--- src/rtl/ssa_pkg.sv ---
// Shared types and codes for the swap slot allocator.
`default_nettype none

package ssa_pkg;

  typedef enum logic [1:0] {
    CMD_STORE  = 2'd0,
    CMD_LOAD   = 2'd1,
    CMD_DELETE = 2'd2,
    CMD_NONE   = 2'd3
  } ssa_cmd_e;

  typedef enum logic [1:0] {
    ST_OK      = 2'd0,
    ST_FULL    = 2'd1,
    ST_MISSING = 2'd2
  } ssa_status_e;

  typedef struct packed {
    logic [1:0]  command;
    logic [31:0] page_key;
  } ssa_in_t;

  typedef struct packed {
    logic [1:0]  status;
    logic [10:0] start_sector;
  } ssa_out_t;

  // controller -> datapath
  typedef struct packed {
    logic load;
    logic pop;
    logic issue;
    logic full;
    logic missing;
    logic nop;
    logic scan_start;
    logic store_pop;
    logic resolve;
    logic emit;
  } ssa_ctl_t;

  // datapath -> controller
  typedef struct packed {
    ssa_cmd_e cmd;
    logic     free_empty;
    logic     can_issue;
    logic     none_issued;
    logic     scan_done;
    logic     out_free;
  } ssa_sts_t;

endpackage

`default_nettype wire

--- src/rtl/ssa_ctrl.sv ---
// Sequencer for the swap slot allocator: one request at a time.
`default_nettype none

module ssa_ctrl
  import ssa_pkg::*;
(
  input  wire logic     clk_i,
  input  wire logic     rst_ni,
  input  wire logic     in_valid_i,
  output logic          in_stall_o,
  input  wire ssa_sts_t sts_i,
  output ssa_ctl_t      ctl_o
);

  typedef enum logic [2:0] {
    S_IDLE,
    S_DISPATCH,
    S_POP,
    S_SCAN,
    S_FINISH
  } state_e;

  state_e state_q, state_d;

  always_comb begin
    ctl_o   = '0;
    state_d = state_q;
    unique case (state_q)
      S_IDLE: begin
        if (in_valid_i) begin
          ctl_o.load = 1'b1;
          state_d    = S_DISPATCH;
        end
      end
      S_DISPATCH: begin
        case (sts_i.cmd) inside
          CMD_STORE: begin
            if (!sts_i.free_empty) begin
              ctl_o.pop = 1'b1;
              state_d   = S_POP;
            end else if (sts_i.can_issue) begin
              ctl_o.issue = 1'b1;
              state_d     = S_FINISH;
            end else begin
              ctl_o.full = 1'b1;
              state_d    = S_FINISH;
            end
          end
          CMD_LOAD, CMD_DELETE: begin
            if (sts_i.none_issued) begin
              ctl_o.missing = 1'b1;
              state_d       = S_FINISH;
            end else begin
              ctl_o.scan_start = 1'b1;
              state_d          = S_SCAN;
            end
          end
          default: begin
            ctl_o.nop = 1'b1;
            state_d   = S_FINISH;
          end
        endcase
      end
      S_POP: begin
        // popped slot number is out of the stack RAM now
        ctl_o.store_pop = 1'b1;
        state_d         = S_FINISH;
      end
      S_SCAN: begin
        if (sts_i.scan_done) begin
          ctl_o.resolve = 1'b1;
          state_d       = S_FINISH;
        end
      end
      S_FINISH: begin
        if (sts_i.out_free) begin
          ctl_o.emit = 1'b1;
          state_d    = S_IDLE;
        end
      end
      default: state_d = S_IDLE;
    endcase
  end

  always_ff @(posedge clk_i or negedge rst_ni) begin
    if (!rst_ni) begin
      state_q <= S_IDLE;
    end else begin
      state_q <= state_d;
    end
  end

  assign in_stall_o = (state_q != S_IDLE);

`ifndef SYNTHESIS
  a_emit_only_when_free: assert property (@(posedge clk_i) disable iff (!rst_ni)
    ctl_o.emit |-> sts_i.out_free)
    else $error("result beat emitted into a busy output register");
`endif

endmodule

`default_nettype wire

--- config.mk ---
export PLATFORM = sky130hd
export DESIGN_NAME = ssa_ctrl
export DESIGN_NICKNAME = d
export VERILOG_FILES = /design/src/rtl/ssa_pkg.sv /design/src/rtl/ssa_ctrl.sv
export SDC_FILE = /design/constraint.sdc
export NUM_CORES = 1
export LEC_CHECK = 0
export CAP_MARGIN = 20
export CORE_AREA = 5 5 42 44
export DETAILED_ROUTE_END_ITERATION = 10
export DIE_AREA = 0 0 47 49
export DONT_BUFFER_PORTS = 1
export PLACE_DENSITY = 0.41
export SYNTH_ARGS = -nofsm -noshare
export SYNTH_HDL_FRONTEND = slang
export SYNTH_SLANG_ARGS = --single-unit
--- constraint.sdc ---
create_clock -name clk_i -period 2.08 [get_ports clk_i]
set_input_delay 0.416 -clock clk_i [delete_from_list [all_inputs] [get_ports clk_i]]
set_output_delay 0.416 -clock clk_i [all_outputs]
set_load 0.01 [all_outputs]
==> results of run 1 <==
## per-stage QoR
stage          setup WS, ns  utilization (%)  cell area, um^2  hold WS (ns)  instances
3_5_place_dp          0.471             22.9              320         0.121         53
5_1_grt               0.158             25.4              357         0.265         58
6_report              0.260             25.4              357         0.271         58
3_3_place_gp          0.497             22.9              320         0.121         53
2_1_floorplan         0.534                -              305         0.120         38
4_1_cts               0.241             25.4              357         0.261         58
## path summary, 6_finish.rpt
| check | from | cells after the start | end |
|---|---|---|---|
| worst max-delay path | state_q[1] | 2 | ctl_o[9] |
| worst max register to register | state_q[1] | 2 | state_q[2] |
| min in group asynchronous | rst_ni | 1 | state_q[2] |
| max in group asynchronous | rst_ni | 1 | state_q[1] |
| worst min register to register | state_q[2] | 1 | state_q[0] |
| worst min-delay path | sts_i[1] | 1 | state_q[1] |
## power by group through the flow
stage / logic [mW] / clock network, mW / registers [mW]
after global placement: 0.150 / 0 / 0.128
after CTS: 0.152 / 0.113 / 0.125
final: 0.148 / 0.106 / 0.126
after detailed placement: 0.149 / 0 / 0.126
after global routing: 0.171 / 0.113 / 0.131
after floorplan: 0.138 / 0 / 0.107
## routing by layer
metal,wire [um],part of all wire (%)
met1,300,40
met2,332,44
met3,96,13
met4,22,2.9
met5,0,0
## logic make-up after synthesis
kind of cell             after synthesis  share of synthesized area (%)
flip-flops                             3                           24.6
buffers and inverters                  7                           9.01
adder cells (fa/ha/maj)                2                           8.20
AND/OR/NAND/NOR                       22                           49.2
AO/OA/AOI/OAI                          4                           9.02
## critical path: stages (launching register included)
cell and delay (ns):
dfrtp_1 0.49, or3_1 0.46, nor2_1 0.21
## layout make-up
class	instances	area, um^2	share of cell area (%)
inverters	6	22.5	6.32
repair buffers	1	10.0	2.81
clock buffers	4	26.3	7.37
flip-flops and latches	3	75.1	21.1
well taps	16	20.0	5.61
multi-input cells	28	203	56.8
## cell usage in the layout, fill, tap and decap left out, drive strengths merged
cell type	n
inv	6
clkbuf	4
nor2	3
dfrtp	3
and2	3
nor3b	2
nor4b	2
nand2b	2
nand2	2
ha	2
and3	1
or3	1
nand3	1
and4b	1
and4	1
nor2b	1
or4	1
a31oi	1
a21oi	1
a221oi	1
nor3	1
a211oi	1
dlygate4sd3	1
## repair_timing
action / CTS / global route
buffers inserted: 0 / 0
hold endpoints to repair: 3 / 0
hold buffers: 1 / 0
==> results.md, run 1 <==
- Outcome: finished, final reports clean
- Reg2Reg Setup Slack: about 0.89 ns
- Synthesized area: 305 um^2
- Clock buffer depth: 2
- Setup-failing EPs final: 0
- Die Y: 49 um
- Initial Util: 21.8%
- Pleak: about 0.17 nW
- Number of I/O pins: 21
- Area grow syn2layout: 16.8%
- Max reg flops: 3
- Switch share: between 40 and 50%
- Top cells by count, synth: inv_1, dfrtp_1, nor2_1
- Internal Power: 216 uW
- Clk_skew: 0.00171 ns
- Clock share of power: 27.9%
- Syn Nets: 50
- First-pass GRT wire length: 1.17 mm
- Sequential element share of the synthesized area: 24.6%
- Peak VDD IR: 0.255 mV
- Worst EP required: 1.66 ns
- Global-route usage over all layers: 7.20%
- Worst Setup End Kind: output pin
- Slew @ Worst Pin: 0.572 ns
- # Max-Cap Violations: 0
- Fin crit period: 1.82 ns
- Net count, final: between 50 and 60
- Unique masters post-synth: 23
- Yosys reg bits: 3
- Routed Antenna Nets: 0
- Share of power burned in combinational logic: 39.0%
- Worst Hold Class: in2reg
- Async set-reset flop share out of synthesis: between 90% and 100%
- Drt first pass iters: 2
- TritonCTS clock tree: yes
- # fillers: ~170
- Crit path max fanout: 12
- Final total power: 380 uW
- Layout cell share with drive strength beyond 1: 16.7%
- Clk root buf: clkbuf_4
- Synth area leaders: dfrtp_1, ha_1, nor3b_2, inv_1, nor4b_1
- Placer's final routability congestion estimate: between 0.6 and 0.7
- Post-CTS resize count: 0
- Met2 GRT Util: 9.73%
- Share of the synthesized area in the top cell type: 24.6%
- Mapped Cells: 38
- Ys flop type: dfrtp_1
- Met1 usage: between 8 and 9%
- Vias in the first global route: around 320
- Cell row count: 14
- Setup TNS: 0 ns
- Clk Latency, worst-skew pair: 0.24 ns
- Post-DR wirelength/cell: 12.9 um
- Synth Area per Inst: ~8.0 um^2
- Final-report max-slew violation count: 0
- Fin. Hold Viols: 0
- Post-route DRC: 0
- Post-DR vias/cell: 4.98
- Antenna violations before repair: 0
- Inserted Clock Buffers: 3
- Drt initial violations: 1
- Seq pwr share: 33.1%
- Setup Crit Path Kind: reg2out
- Startpoint Class: flip-flop
- Number of H-tree levels: 1
- Gr ovfl total: 0
- Met3 GRT Util: around 2.6%
- YS warnings: 0
- Core Region: around 1400 um^2
- Number of flops mapped to enable cells by yosys: 0
- Net Sw Power: 164 uW
- Pwr Density: 1060 nW/um^2
- Count leader, synth: inv_1
- Largest net degree at the start of global routing: 13
- Tcrit/Tclk final: between 80% and 90%
- Signal arrival time at the worst endpoint: between 1 and 1.5 ns
- Leading registers by flop count: state_q: 3 flops
- Final WL: 751 um
- Grt peak-use layer: met2
- Rel. slew slack: 61.4%
- Largest Register: state_q
- Post-DP HPWL: 583 um
- Diode count: 0
- Total die area: 2300 um^2
- CTS sink cnt: 3
- Die W: 47 um
- RSZ-0062 raised after global routing: no
- Port buffer count: 0
- Via Count: 289
- CTS clk-pin slew, worst paths: 0.04 ns
- Peak Freq: 549 MHz
- Post-synth top area cell: dfrtp_1
(Power assumes the default switching activity.)
==> inputs of run 2 (changes only) <==
PLACE_DENSITY = default   (was 0.41)
==> results.md, run 2 (synthesized netlist as in run 1, its figures left out) <==
- Fin crit period: 1.81 ns (was 1.82 ns)
- Cell row count: 14 (unchanged)
- Clk_skew: 0.00363 ns (was 0.00171 ns)
- Peak Freq: 554 MHz (was 549 MHz)
- Setup TNS: 0 ns (unchanged)
- Setup-failing EPs final: 0 (unchanged)
- Max reg flops: 3 (unchanged)
- Leading registers by flop count: state_q: 3 flops (unchanged)
- Post-place instance area: 320 um^2 (unchanged)
- Clk Latency, worst-skew pair: 0.23 ns (was 0.24 ns)
- Worst setup margin: 0.274 ns (was 0.260 ns)
- Diode count: 0 (unchanged)
- Die Y: 49 um (unchanged)
- Placer's final routability congestion estimate: 0.601 (was 0.617)
- Pleak: 0.167 nW (unchanged)
- Post-DR vias/cell: 4.76 (was 4.98)
- Worst Setup End Kind: output pin (unchanged)
- Final WL: 752 um (was 751 um)
- Die W: 47 um (unchanged)
- Post-route design area: 357 um^2 (unchanged)
- Area grow syn2layout: 16.8% (unchanged)
- Post-route DRC: 0 (unchanged)
- Drt initial violations: 3 (was 1)
- Drt first pass iters: 2 (unchanged)
- Via Count: 276 (was 289)
- Finished Layout Cells: 58 (unchanged)
- TritonCTS clock tree: yes (unchanged)
- Signal arrival time at the worst endpoint: 1.39 ns (was 1.40 ns)
- Largest net degree at the start of global routing: 13 (unchanged)
- Worst EP required: 1.66 ns (about the same)
- Largest Register: state_q (unchanged)
- Fin. Hold Viols: 0 (unchanged)
- Worst-path cell chain: or3_1 -> nor2_1 (unchanged)
- Port buffer count: 0 (unchanged)
- Clock buffer depth: 2 (unchanged)
- Layout Utilization: 25.4% (unchanged)
- CTS clk-pin slew, worst paths: 0.03 ns (was 0.04 ns)
- Startpoint Class: flip-flop (unchanged)
- Commonest non-fill, non-tap cell in the layout: inv_1 (unchanged)
- Pwr Density: 1050 nW/um^2 (was 1060 nW/um^2)
- Critical-path top delay cell: dfrtp_1 (unchanged)
- Outcome: finished, final reports clean (unchanged)
- Total die area: 2300 um^2 (unchanged)
- CTS sink cnt: 3 (unchanged)
- Reg-to-reg startpoint: state_q[1] (unchanged)
- Vias in the first global route: 306 (was 317)
- Reg2Reg Setup Slack: 0.91 ns (was 0.89 ns)
- Delay of the slowest critical-path stage: 0.49 ns (about the same)
- Post-DP HPWL: 604 um (was 583 um)
- Most frequent cells in the layout: inv_1, nor2_1, clkbuf_4, dfrtp_1 (unchanged)
- Setup Crit Path Kind: reg2out (unchanged)
- Clk root buf: clkbuf_4 (unchanged)
- Net count, final: 55 (unchanged)
- Gr ovfl total: 0 (unchanged)
- Number of I/O pins: 21 (unchanged)
- Tcrit/Tclk final: 86.8% (was 87.5%)
- Initial Util: 21.8% (unchanged)
- Hold Crit Depth: 1 (unchanged)
- HP Start: sts_i[1] (unchanged)
- # Max-Cap Violations: 0 (unchanged)
- Final-report max-slew violation count: 0 (unchanged)
- Post-CTS resize count: 0 (unchanged)
- Crit path max fanout: 12 (unchanged)
- Pre-CTS setup slack: 0.455 ns (was 0.471 ns)
- Placed cells: 53 (unchanged)
- Rel. slew slack: 59.3% (was 61.4%)
- Worst Hold Class: in2reg (unchanged)
- Worst Setup SP: state_q[1] (unchanged)
- # fillers: 166 (was 165)
- Inserted Clock Buffers: 3 (unchanged)
- Post-DR wirelength/cell: 13.0 um (was 12.9 um)
- Layout cell share with drive strength beyond 1: 16.7% (unchanged)
- FF-to-FF path depth: 2 (unchanged)
- Peak VDD IR: 0.254 mV (was 0.255 mV)
- Global-route usage over all layers: 7.70% (was 7.20%)
- RSZ-0062 raised after global routing: no (unchanged)
- Antenna violations before repair: 0 (unchanged)
- First-pass GRT wire length: 1.25 mm (was 1.17 mm)
- Number of H-tree levels: 1 (unchanged)
- Slew @ Worst Pin: 0.602 ns (was 0.572 ns)
- Routed Antenna Nets: 0 (unchanged)
- Core Region: 1400 um^2 (unchanged)
## run 2: area by class of cell
class | instances | area (um^2) | share of cell area, %
multi-input combinational | 28 | 203 | 56.8
sequential | 3 | 75.1 | 21.1
tap | 16 | 20.0 | 5.61
timing repair buffer | 1 | 10.0 | 2.81
clock buffer | 4 | 26.3 | 7.37
inverter | 6 | 22.5 | 6.32
## run 2: final timing paths
check / end
setup / recovery: ctl_o[9]
hold / removal: state_q[1]
setup reg to reg: state_q[2]
hold reg to reg: state_q[0]
max in group asynchronous: state_q[1]
min in group asynchronous: state_q[0]
## run 2: repair_timing
| item | CTS | global route |
|---|---|---|
| endpoints found under the hold margin | 3 | 0 |
| hold buffers | 1 | 0 |
| buffers inserted | 0 | 0 |
## run 2: report_power, final
part           switching, mW  internal, mW  total, mW  leakage, nW
clock network         0.0284        0.0718      0.100       0.0150
logic                 0.0853        0.0634      0.149        0.113
registers             0.0444        0.0805      0.125       0.0392
## run 2: routing by layer
metal / share of wire (%) / vias to the layer above / track usage [%]
li1: - / 141 / -
met1: 42 / 118 / 9.53
met2: 44 / 17 / 9.50
met3: 13 / 0 / 4.43
met4: 0 / 0 / 5.53
met5: 0 / - / 0
## run 2: per-stage QoR
stage               hold WS, ns  power, mW
floorplan                 0.120      0.245
global placement          0.121      0.270
detailed placement        0.121      0.275
CTS                       0.272      0.384
global route              0.266      0.414
finish                    0.280      0.374
## run 2: critical path: cells and delay by family (launching register included)
kind	cells	cell delay, ns
DFF	1	0.49
and+or+nand+nor	2	0.67
